**src/design/albd_pkg.sv**
```systemverilog
// Package with constants, types and helpers shared by the beat detector.
`timescale 1ns / 1ps

package albd_pkg;

    // Register indexes on the configuration port
    typedef enum logic [1:0] {
        REG_EFFECTS_EN = 2'd0,
        REG_COLOR_EN   = 2'd1,
        REG_SENS       = 2'd2
    } t_reg_idx;

    // Level and timer constants (level Q12, seconds Q16)
    localparam logic [12:0] LEVEL_ONE      = 13'd4096;
    localparam logic [12:0] QUIET_LEVEL    = 13'd492;
    localparam logic [12:0] BEAT_LEVEL_MIN = 13'd1024;
    localparam logic [19:0] TIMER_MAX      = 20'hFFFFF;
    localparam logic [19:0] QUIET_SECS     = 20'd26214;
    localparam logic [19:0] SINCE_RESET    = 20'd655360;
    localparam logic [16:0] UNITY_Q16      = 17'h10000;

    // Threshold bases scaled by 256 and sensitivity coefficients
    localparam logic signed [23:0] RISE_BASE_Q     = 24'sd125952;
    localparam logic signed [23:0] RISE_COEF       = 24'sd246;
    localparam logic signed [23:0] CONTRAST_BASE_Q = 24'sd188672;
    localparam logic signed [23:0] CONTRAST_COEF   = 24'sd410;
    localparam logic signed [29:0] COOL_BASE_Q     = 30'sd4194304;
    localparam logic signed [29:0] COOL_COEF       = 30'sd7864;

    // Hue to color constants
    localparam logic [8:0]  HUE_WRAP    = 9'd360;
    localparam logic [7:0]  CHAN_FULL   = 8'd255;
    localparam logic [7:0]  CHAN_LOW    = 8'd38;
    localparam logic [15:0] Q_BASE      = 16'd61200;
    localparam logic [15:0] T_BASE      = 16'd9180;
    localparam logic [15:0] HUE_SLOPE   = 16'd867;
    localparam logic [12:0] RECIP_15    = 13'd4370;

    // Colors
    localparam logic [23:0] COLOR_WHITE = 24'hFFFFFF;

    // One accepted word after level clamp and hue conversion
    typedef struct packed {
        logic [12:0] level;
        logic [15:0] dt;
        logic [23:0] rgb;
    } t_item;

    // Scale one color channel by a Q16 keep factor
    function automatic logic [7:0] fade_chan(input logic [7:0] ch, input logic [16:0] keep);
        logic [24:0] prod;
        prod = 25'(ch) * 25'(keep);
        return prod[23:16];
    endfunction

    // Divide a value below 65536 by 240 with a reciprocal multiply
    function automatic logic [7:0] div240(input logic [15:0] x);
        logic [24:0] prod;
        prod = 25'(x[15:4]) * 25'(RECIP_15);
        return prod[23:16];
    endfunction

endpackage

```
**src/design/audio_level_beat_detector_unit.sv**
```systemverilog
// Beat detector top level: stream ports, config registers, single-pass datapath.
`timescale 1ns / 1ps
// The accepted input word is held in the input register, and its result word is then
//   held in the result register.
// Throughput: one word per cycle while the result side is ready; the state update is
//   combinational between the two registers.
// Reset (synchronous, active low): clears both stage valids, loads the tracker
//   state (since_beat = 10 s, target color white) and the config defaults.
module audio_level_beat_detector_unit
    import albd_pkg::*;
(
    input  logic        i_clk,
    input  logic        i_rst_n,
    // APB config port
    input  logic        psel,
    input  logic        penable,
    input  logic        pwrite,
    input  logic [3:0]  paddr,
    input  logic [31:0] pwdata,
    output logic [31:0] prdata,
    output logic        pready,
    // Input stream
    input  logic        s_axis_tvalid,
    output logic        s_axis_tready,
    input  logic [47:0] s_axis_tdata,  // meter_level[15:0], frame_time[31:16], random_hue[40:32]
    // Result stream
    output logic        m_axis_tvalid,
    input  logic        m_axis_tready,
    output logic [39:0] m_axis_tdata   // beat[0], intensity[13:1], quiet[14],
                                       // color_red[22:15], color_green[30:23],
                                       // color_blue[38:31]
);

    // Config registers
    logic       r_effects_en;
    logic       r_color_en;
    logic [9:0] r_sens;

    // Tracker state
    logic [12:0] r_last_level, n_last_level;
    logic [12:0] r_floor_level, n_floor_level;
    logic [19:0] r_since_beat, n_since_beat;
    logic [19:0] r_quiet_time, n_quiet_time;
    logic [12:0] r_beat_level, n_beat_level;
    logic [23:0] r_target, n_target;

    // Pipeline registers
    logic        r_in_vld;
    t_item       r_in, n_in;
    logic        r_out_vld;
    logic [39:0] r_out_data, n_out_data;
    logic        n_beat;
    logic        w_adv;
    logic        w_cfg_wr;
    t_reg_idx    w_reg;

    assign pready   = 1'b1;
    assign w_reg    = t_reg_idx'(paddr[3:2]);
    assign w_cfg_wr = psel && penable && pwrite;

    // Write config registers
    always_ff @(posedge i_clk) begin
        if (!i_rst_n) begin
            r_effects_en <= 1'b1;
            r_color_en   <= 1'b0;
            r_sens       <= 10'd256;
        end else if (w_cfg_wr) begin
            case (w_reg)
                REG_EFFECTS_EN: r_effects_en <= pwdata[0];
                REG_COLOR_EN:   r_color_en   <= pwdata[0];
                REG_SENS:       r_sens       <= pwdata[9:0];
                default: ;
            endcase
        end
    end

    // Read back config registers
    always_comb begin
        case (w_reg)
            REG_EFFECTS_EN: prdata = {31'd0, r_effects_en};
            REG_COLOR_EN:   prdata = {31'd0, r_color_en};
            REG_SENS:       prdata = {22'd0, r_sens};
            default:        prdata = 32'd0;
        endcase
    end

    // Handshake: advance the input word when the result register is free
    assign w_adv         = r_in_vld && (!r_out_vld || m_axis_tready);
    assign s_axis_tready = !r_in_vld || w_adv;
    assign m_axis_tvalid = r_out_vld;
    assign m_axis_tdata  = r_out_data;

    // Clamp level and turn the hue into its beat color on entry
    always_comb begin
        logic [15:0] meter;
        logic [8:0]  hue;
        logic [2:0]  sector;
        logic [8:0]  rem9;
        logic [15:0] slope;
        logic [7:0]  q_val;
        logic [7:0]  t_val;
        meter = s_axis_tdata[15:0];
        hue   = s_axis_tdata[40:32];
        if (hue >= HUE_WRAP) hue = hue - HUE_WRAP;
        if      (hue >= 9'd300) sector = 3'd5;
        else if (hue >= 9'd240) sector = 3'd4;
        else if (hue >= 9'd180) sector = 3'd3;
        else if (hue >= 9'd120) sector = 3'd2;
        else if (hue >= 9'd60)  sector = 3'd1;
        else                    sector = 3'd0;
        rem9  = hue - 9'(sector) * 9'd60;
        slope = 16'(rem9[5:0]) * HUE_SLOPE;
        q_val = div240(Q_BASE - slope);
        t_val = div240(T_BASE + slope);
        n_in.level = (meter > 16'(LEVEL_ONE)) ? LEVEL_ONE : meter[12:0];
        n_in.dt    = s_axis_tdata[31:16];
        case (sector)
            3'd0:    n_in.rgb = {CHAN_FULL, t_val, CHAN_LOW};
            3'd1:    n_in.rgb = {q_val, CHAN_FULL, CHAN_LOW};
            3'd2:    n_in.rgb = {CHAN_LOW, CHAN_FULL, t_val};
            3'd3:    n_in.rgb = {CHAN_LOW, q_val, CHAN_FULL};
            3'd4:    n_in.rgb = {t_val, CHAN_LOW, CHAN_FULL};
            default: n_in.rgb = {CHAN_FULL, CHAN_LOW, q_val};
        endcase
    end

    // Single-pass state update and result build
    always_comb begin
        logic        [12:0] level;
        logic        [15:0] dt;
        logic signed [13:0] rise;
        logic        [18:0] a5;
        logic        [16:0] alpha;
        logic        [29:0] prod;
        logic        [12:0] floor_a;
        logic        [20:0] qsum;
        logic        [20:0] ssum;
        logic        [19:0] quiet_a;
        logic        [19:0] since_a;
        logic        [12:0] contrast;
        logic signed [11:0] s_sens;
        logic               rise_ok;
        logic               contrast_ok;
        logic               cool_ok;
        logic        [19:0] dt9;
        logic        [14:0] dec;
        logic        [12:0] bl;
        logic        [19:0] qd;
        logic        [21:0] f3;
        logic        [20:0] fh;
        logic        [16:0] keep;
        logic        [23:0] fade_old;
        logic        [23:0] fade_new;
        logic               quiet_flag;

        level  = r_in.level;
        dt     = r_in.dt;
        s_sens = $signed({2'b00, r_sens});

        // Rise against previous level
        rise = $signed({1'b0, level}) - $signed({1'b0, r_last_level});

        // Floor: follow drops at once, else glide up at 5 per second
        a5    = 19'(dt) * 19'd5;
        alpha = (a5 > 19'(UNITY_Q16)) ? UNITY_Q16 : a5[16:0];
        prod  = 30'(level - r_floor_level) * 30'(alpha);
        if (level < r_floor_level) floor_a = level;
        else                       floor_a = r_floor_level + prod[28:16];

        // Saturating timers
        qsum    = {1'b0, r_quiet_time} + 21'(dt);
        quiet_a = (level < QUIET_LEVEL) ? (qsum[20] ? TIMER_MAX : qsum[19:0]) : 20'd0;
        ssum    = {1'b0, r_since_beat} + 21'(dt);
        since_a = ssum[20] ? TIMER_MAX : ssum[19:0];

        // Beat tests with sensitivity-scaled thresholds
        contrast    = level - floor_a;
        rise_ok     = (24'(rise) * 24'sd256) > (RISE_BASE_Q - 24'(s_sens) * RISE_COEF);
        contrast_ok = ($signed({11'd0, contrast}) * 24'sd256)
                      > (CONTRAST_BASE_Q - 24'(s_sens) * CONTRAST_COEF);
        cool_ok     = ($signed({10'd0, since_a}) * 30'sd256)
                      > (COOL_BASE_Q - 30'(s_sens) * COOL_COEF);
        n_beat      = r_effects_en && rise_ok && contrast_ok && cool_ok
                      && (level > BEAT_LEVEL_MIN);

        // Intensity decay at 4.5 per second
        dt9 = 20'(dt) * 20'd9;
        dec = dt9[19:5];
        bl  = n_beat ? LEVEL_ONE : r_beat_level;

        // Fade both candidate colors in parallel, pick after the beat test
        qd         = quiet_a - QUIET_SECS;
        f3         = 22'(qd) * 22'd3;
        fh         = f3[21:1];
        keep       = UNITY_Q16 - ((fh > 21'(UNITY_Q16)) ? UNITY_Q16 : fh[16:0]);
        quiet_flag = quiet_a > QUIET_SECS;
        fade_old   = {fade_chan(r_target[23:16], keep), fade_chan(r_target[15:8], keep),
                      fade_chan(r_target[7:0], keep)};
        fade_new   = {fade_chan(r_in.rgb[23:16], keep), fade_chan(r_in.rgb[15:8], keep),
                      fade_chan(r_in.rgb[7:0], keep)};

        // Hold state unless effects are on
        n_last_level  = r_last_level;
        n_floor_level = r_floor_level;
        n_since_beat  = r_since_beat;
        n_quiet_time  = r_quiet_time;
        n_beat_level  = r_beat_level;
        n_target      = r_target;
        if (r_effects_en) begin
            n_last_level  = level;
            n_floor_level = n_beat ? level : floor_a;
            n_since_beat  = n_beat ? 20'd0 : since_a;
            n_quiet_time  = quiet_a;
            n_beat_level  = (15'(bl) > dec) ? (bl - dec[12:0]) : 13'd0;
            if (r_color_en) begin
                if (quiet_flag) n_target = n_beat ? fade_new : fade_old;
                else if (n_beat) n_target = r_in.rgb;
            end
        end

        n_out_data = {1'b0, n_target[7:0], n_target[15:8], n_target[23:16],
                      (n_quiet_time > QUIET_SECS), n_beat_level, n_beat};
    end

    // Input register
    always_ff @(posedge i_clk) begin
        if (!i_rst_n) begin
            r_in_vld <= 1'b0;
        end else if (s_axis_tvalid && s_axis_tready) begin
            r_in_vld <= 1'b1;
        end else if (w_adv) begin
            r_in_vld <= 1'b0;
        end
    end

    always_ff @(posedge i_clk) begin
        if (s_axis_tvalid && s_axis_tready) begin
            r_in <= n_in;
        end
    end

    // Result register
    always_ff @(posedge i_clk) begin
        if (!i_rst_n) begin
            r_out_vld <= 1'b0;
        end else if (w_adv) begin
            r_out_vld <= 1'b1;
        end else if (m_axis_tready) begin
            r_out_vld <= 1'b0;
        end
    end

    always_ff @(posedge i_clk) begin
        if (w_adv) begin
            r_out_data <= n_out_data;
        end
    end

    // Advance tracker state with each word moved to the result register
    always_ff @(posedge i_clk) begin
        if (!i_rst_n) begin
            r_last_level  <= 13'd0;
            r_floor_level <= 13'd0;
            r_since_beat  <= SINCE_RESET;
            r_quiet_time  <= 20'd0;
            r_beat_level  <= 13'd0;
            r_target      <= COLOR_WHITE;
        end else if (w_adv) begin
            r_last_level  <= n_last_level;
            r_floor_level <= n_floor_level;
            r_since_beat  <= n_since_beat;
            r_quiet_time  <= n_quiet_time;
            r_beat_level  <= n_beat_level;
            r_target      <= n_target;
        end
    end

    // Floor never climbs above the previous level
    a_floor_below_last: assert property (@(posedge i_clk) disable iff (!i_rst_n)
        r_floor_level <= r_last_level)
        else $error("floor level above last level");

    // Intensity stays within one
    a_intensity_range: assert property (@(posedge i_clk) disable iff (!i_rst_n)
        r_beat_level <= LEVEL_ONE)
        else $error("beat intensity above one");

    // A beat restarts the cooldown timer
    a_beat_clears_since: assert property (@(posedge i_clk) disable iff (!i_rst_n)
        (w_adv && n_beat) |=> (r_since_beat == 20'd0 && r_out_data[0]))
        else $error("beat did not restart cooldown");

    // Disabled effects leave state untouched
    a_disabled_holds: assert property (@(posedge i_clk) disable iff (!i_rst_n)
        (w_adv && !r_effects_en) |=> ($stable(r_last_level) && $stable(r_target)
                                      && $stable(r_since_beat)))
        else $error("state changed with effects disabled");

    // A result word is loaded whenever an input word advances
    a_adv_loads_out: assert property (@(posedge i_clk) disable iff (!i_rst_n)
        w_adv |=> r_out_vld)
        else $error("advanced word lost");

endmodule

```
**config.mk**
```make
export PLATFORM = sky130hd
export DESIGN_NAME = audio_level_beat_detector_unit
export DESIGN_NICKNAME = d
export VERILOG_FILES = /design/src/design/albd_pkg.sv /design/src/design/audio_level_beat_detector_unit.sv
export SDC_FILE = /design/constraint.sdc
export NUM_CORES = 2
export LEC_CHECK = 0
export BUFFER_PORTS_ARGS = -buffer_cell sky130_fd_sc_hd__buf_2
export CORE_MARGIN = 1.5
export CORE_UTILIZATION = 40
export CTS_CLUSTER_SIZE = 28
export DETAILED_ROUTE_END_ITERATION = 10
export RECOVER_POWER = 25
export SLEW_MARGIN = 20
export SYNTH_ARGS = -nofsm -noshare
export SYNTH_HDL_FRONTEND = slang
export SYNTH_SLANG_ARGS = --single-unit
```
**constraint.sdc**
```tcl
create_clock -name i_clk -period 23.1 [get_ports i_clk]
set_input_delay 1.155 -clock i_clk [delete_from_list [all_inputs] [get_ports i_clk]]
set_output_delay 1.155 -clock i_clk [all_outputs]
set_load 0.02 [all_outputs]
```
==> results_dict.tcl <==
set metrics [dict create \
    outcome "finished with violations" \
    violations "max-capacitance violations, max-slew violations" \
    grt_max_degree 76 \
    avgSynthCellArea_um2 8.417 \
    final_cell_mix "inv_1 (790), ha_1 (715), nand2_1 (687), fa_1 (548), nor2_1 (358)" \
    h-tree-depth 1 \
    cap_violations 2 \
    synthDistinctLibCells 115 \
    dieArea_mm2 0.1212 \
    crit_required_ns 23.45 \
    crit_type "flip-flop to flip-flop" \
    met2WireLength_mm 57.56 \
    cpMostUsedCell "a21o_1" \
    wl_met3_mm 5.416 \
    cts_hold_buffers 0 \
    final_nets 6958 \
    ys.flop_type "dfxtp_1" \
    cts_root_buf "clkbuf_16" \
    path_max_fanout 37 \
    cp_slowest_cell "edfxtp_1" \
    rows 126 \
    avgViaCountPerCell 5.359 \
    cts.repair.resized 0 \
    max_stage_delay_ns 0.63 \
    m1WireLength_mm 58.71 \
    clockBufferDepth 3 \
    portBuffers 110 \
    areaGrowthSynthToFinish_pct 5.345 \
    drc 0 \
    startpoint_type "flip-flop" \
    routed_wl_mm 123.8 \
    crit_path_end_kind "flip-flop" \
    die_w_um 348.2 \
    dp_hpwl_mm 98.95 \
    syn_inst 5663 \
    totalNegativeSetupSlack_ns 0 \
    slew_headroom -0.9843 \
    setup_viol 0 \
    critPathTopFamily "compound AO/OA/AOI/OAI gates" \
    start_util 0.4036 \
    grt-ovfl-total 0 \
    worst_slew_pin_slew_ns 2.976 \
    final-hold-violation-count 0 \
    drive_above_1_share 0.05033 \
    top_layer "met4" \
    maxSlewViolCount 71 \
    clock_latency_ns 0.57 \
    track_usage 0.2058 \
    core_mm2 0.1181 \
    vias 38373 \
    fin_crit_ns 18.95 \
    drt-wirelength-per-cell_um 17.29 \
    drt-initial-drc-count 2415 \
    grt_pass1_vias 38505 \
    grt_first_pass_wirelength_mm 204.5 \
    cts_setup_buffers 0 \
    hold_path_class "flip-flop to flip-flop" \
    synth_edf_count 92 \
    synth_area_mm2 0.04766 \
    worst-path-buf-inv 6 \
    ioPinCount 166 \
    cts_buffers 25 \
    path_clk_slew_ns 0.07 \
    ys_warn_count 0 \
    firstDrtPassIters 5 \
    ys_async_sr_fraction 0 \
    final_common_cell "inv_1" \
    grt_setup_unrepaired "no" \
    synth_seq_area_share 0.1071 \
    antenna_found_initial 2 \
    die-height_um 348.2 \
    skew_ns 0.02000 \
    cts.sinks 209 \
    ant_nets 0 \
    post-route-period-util 0.8205 \
    worstPathArrival_ns 19.31 \
    ys_seq_elements 209 \
    gp_congestion 0.8746 \
    cts_tree "yes" \
    max_freq_mhz 52.76 \
]
[kinds of logic after synthesis]
group | synth area share
AO/OA/AOI/OAI | 0.1492
XOR/XNOR | 0.05893
adder cells (fa/ha/maj) | 0.4179
buffers and inverters | 0.09051
flip-flops | 0.1071
multiplexers | 0.003964
other | 0.0001576
AND/OR/NAND/NOR | 0.1722
[state kept, by name, summed over array words and instances (netlist names)]
register and flops:
r_beat_level 13, r_in_vld 1, m_axis_tdata 39, r_since_beat 20, r_effects_en 1, r_in 53
r_sens 10, m_axis_tvalid 1, r_color_en 1, r_floor_level 13, r_quiet_time 20, r_target 24
r_last_level 13
[stage by stage]
| stage | worst slack [ns] | std cells | util | instance area, um2 | hold slack (ns) |
|---|---|---|---|---|---|
| floorplan | 6.075 | 5685 | - | 47750 | 0.4362 |
| global placement | 4.392 | 7113 | 0.4184 | 49410 | 0.4438 |
| detailed placement | 4.237 | 7113 | 0.4184 | 49410 | 0.4465 |
| CTS | 4.114 | 7159 | 0.4254 | 50230 | 0.4549 |
| global route | 2.512 | 7160 | 0.4252 | 50210 | 0.4744 |
| finish | 4.147 | 7161 | 0.4252 | 50210 | 0.4573 |
[worst min-delay path: cells and delay by family, from the launching register on]
| kind | cells | cell delay [ns] |
|---|---|---|
| flip-flops | 1 | 0.31 |
| AO/OA/AOI/OAI | 1 | 0.05 |
| AND/OR/NAND/NOR | 1 | 0.05 |
[routing by layer]
metal / up-vias / global-route usage
li1: 18715 / -
met1: 18763 / 0.2896
met2: 792 / 0.3480
met3: 103 / 0.01455
met4: 0 / 0.03796
met5: - / 0
[final cells by class]
type	instances	area, um2
fillers	11818	67870
multi-input cells	4402	38380
flip-flops and latches	209	5106
inverters	793	2978
well taps	1536	1922
repair buffers	173	994.7
clock buffers	31	668.1
clock inverters	15	153.9
diodes	2	5.005
[cells in the mapped netlist, drive strengths merged (11+ instances only)]
library cell,count,area share
ha,715,0.19
o31a,12,0.0022
or3,19,0.0025
xor2,117,0.021
o21bai,25,0.0039
a21o,124,0.020
a221o,15,0.0032
nand2b,46,0.0060
o21a,44,0.0069
edfxtp,92,0.058
or2,16,0.0021
mux2i,15,0.0035
o211ai,30,0.0047
o21ai,182,0.019
nand4,46,0.0060
a22oi,17,0.0027
o22ai,20,0.0026
a2111oi,17,0.0042
clkbuf,157,0.013
nor2b,49,0.0064
inv,792,0.062
dfxtp,117,0.049
a21boi,23,0.0037
nor4,27,0.0040
a31o,12,0.0022
nor3b,13,0.0023
nand2,690,0.054
nor3,64,0.0067
and3,41,0.0054
and2,243,0.032
o211a,11,0.0023
a211oi,45,0.0072
xnor2,194,0.036
o31ai,18,0.0030
nand3,90,0.0095
fa,548,0.23
a221oi,12,0.0023
a21oi,282,0.030
buf,124,0.016
o32ai,11,0.0020
a31oi,42,0.0062
nor2,361,0.029
[path summary, 6_finish.rpt]
check	from	endpoint	slack [ns]	cells past startpoint
setup / recovery	r_in[25]$_DFFE_PP_	m_axis_tdata[13]$_DFFE_PP_	4.15	76
hold / removal	r_last_level[3]$_SDFFE_PN0P_	r_last_level[3]$_SDFFE_PN0P_	0.46	2
hold reg to reg	r_last_level[3]$_SDFFE_PN0P_	r_last_level[3]$_SDFFE_PN0P_	0.46	2
setup reg to reg	r_in[25]$_DFFE_PP_	m_axis_tdata[13]$_DFFE_PP_	4.15	76
Power is not shown: default switching activity piles up to over one toggle a cycle in this logic, so the estimate is an artifact.
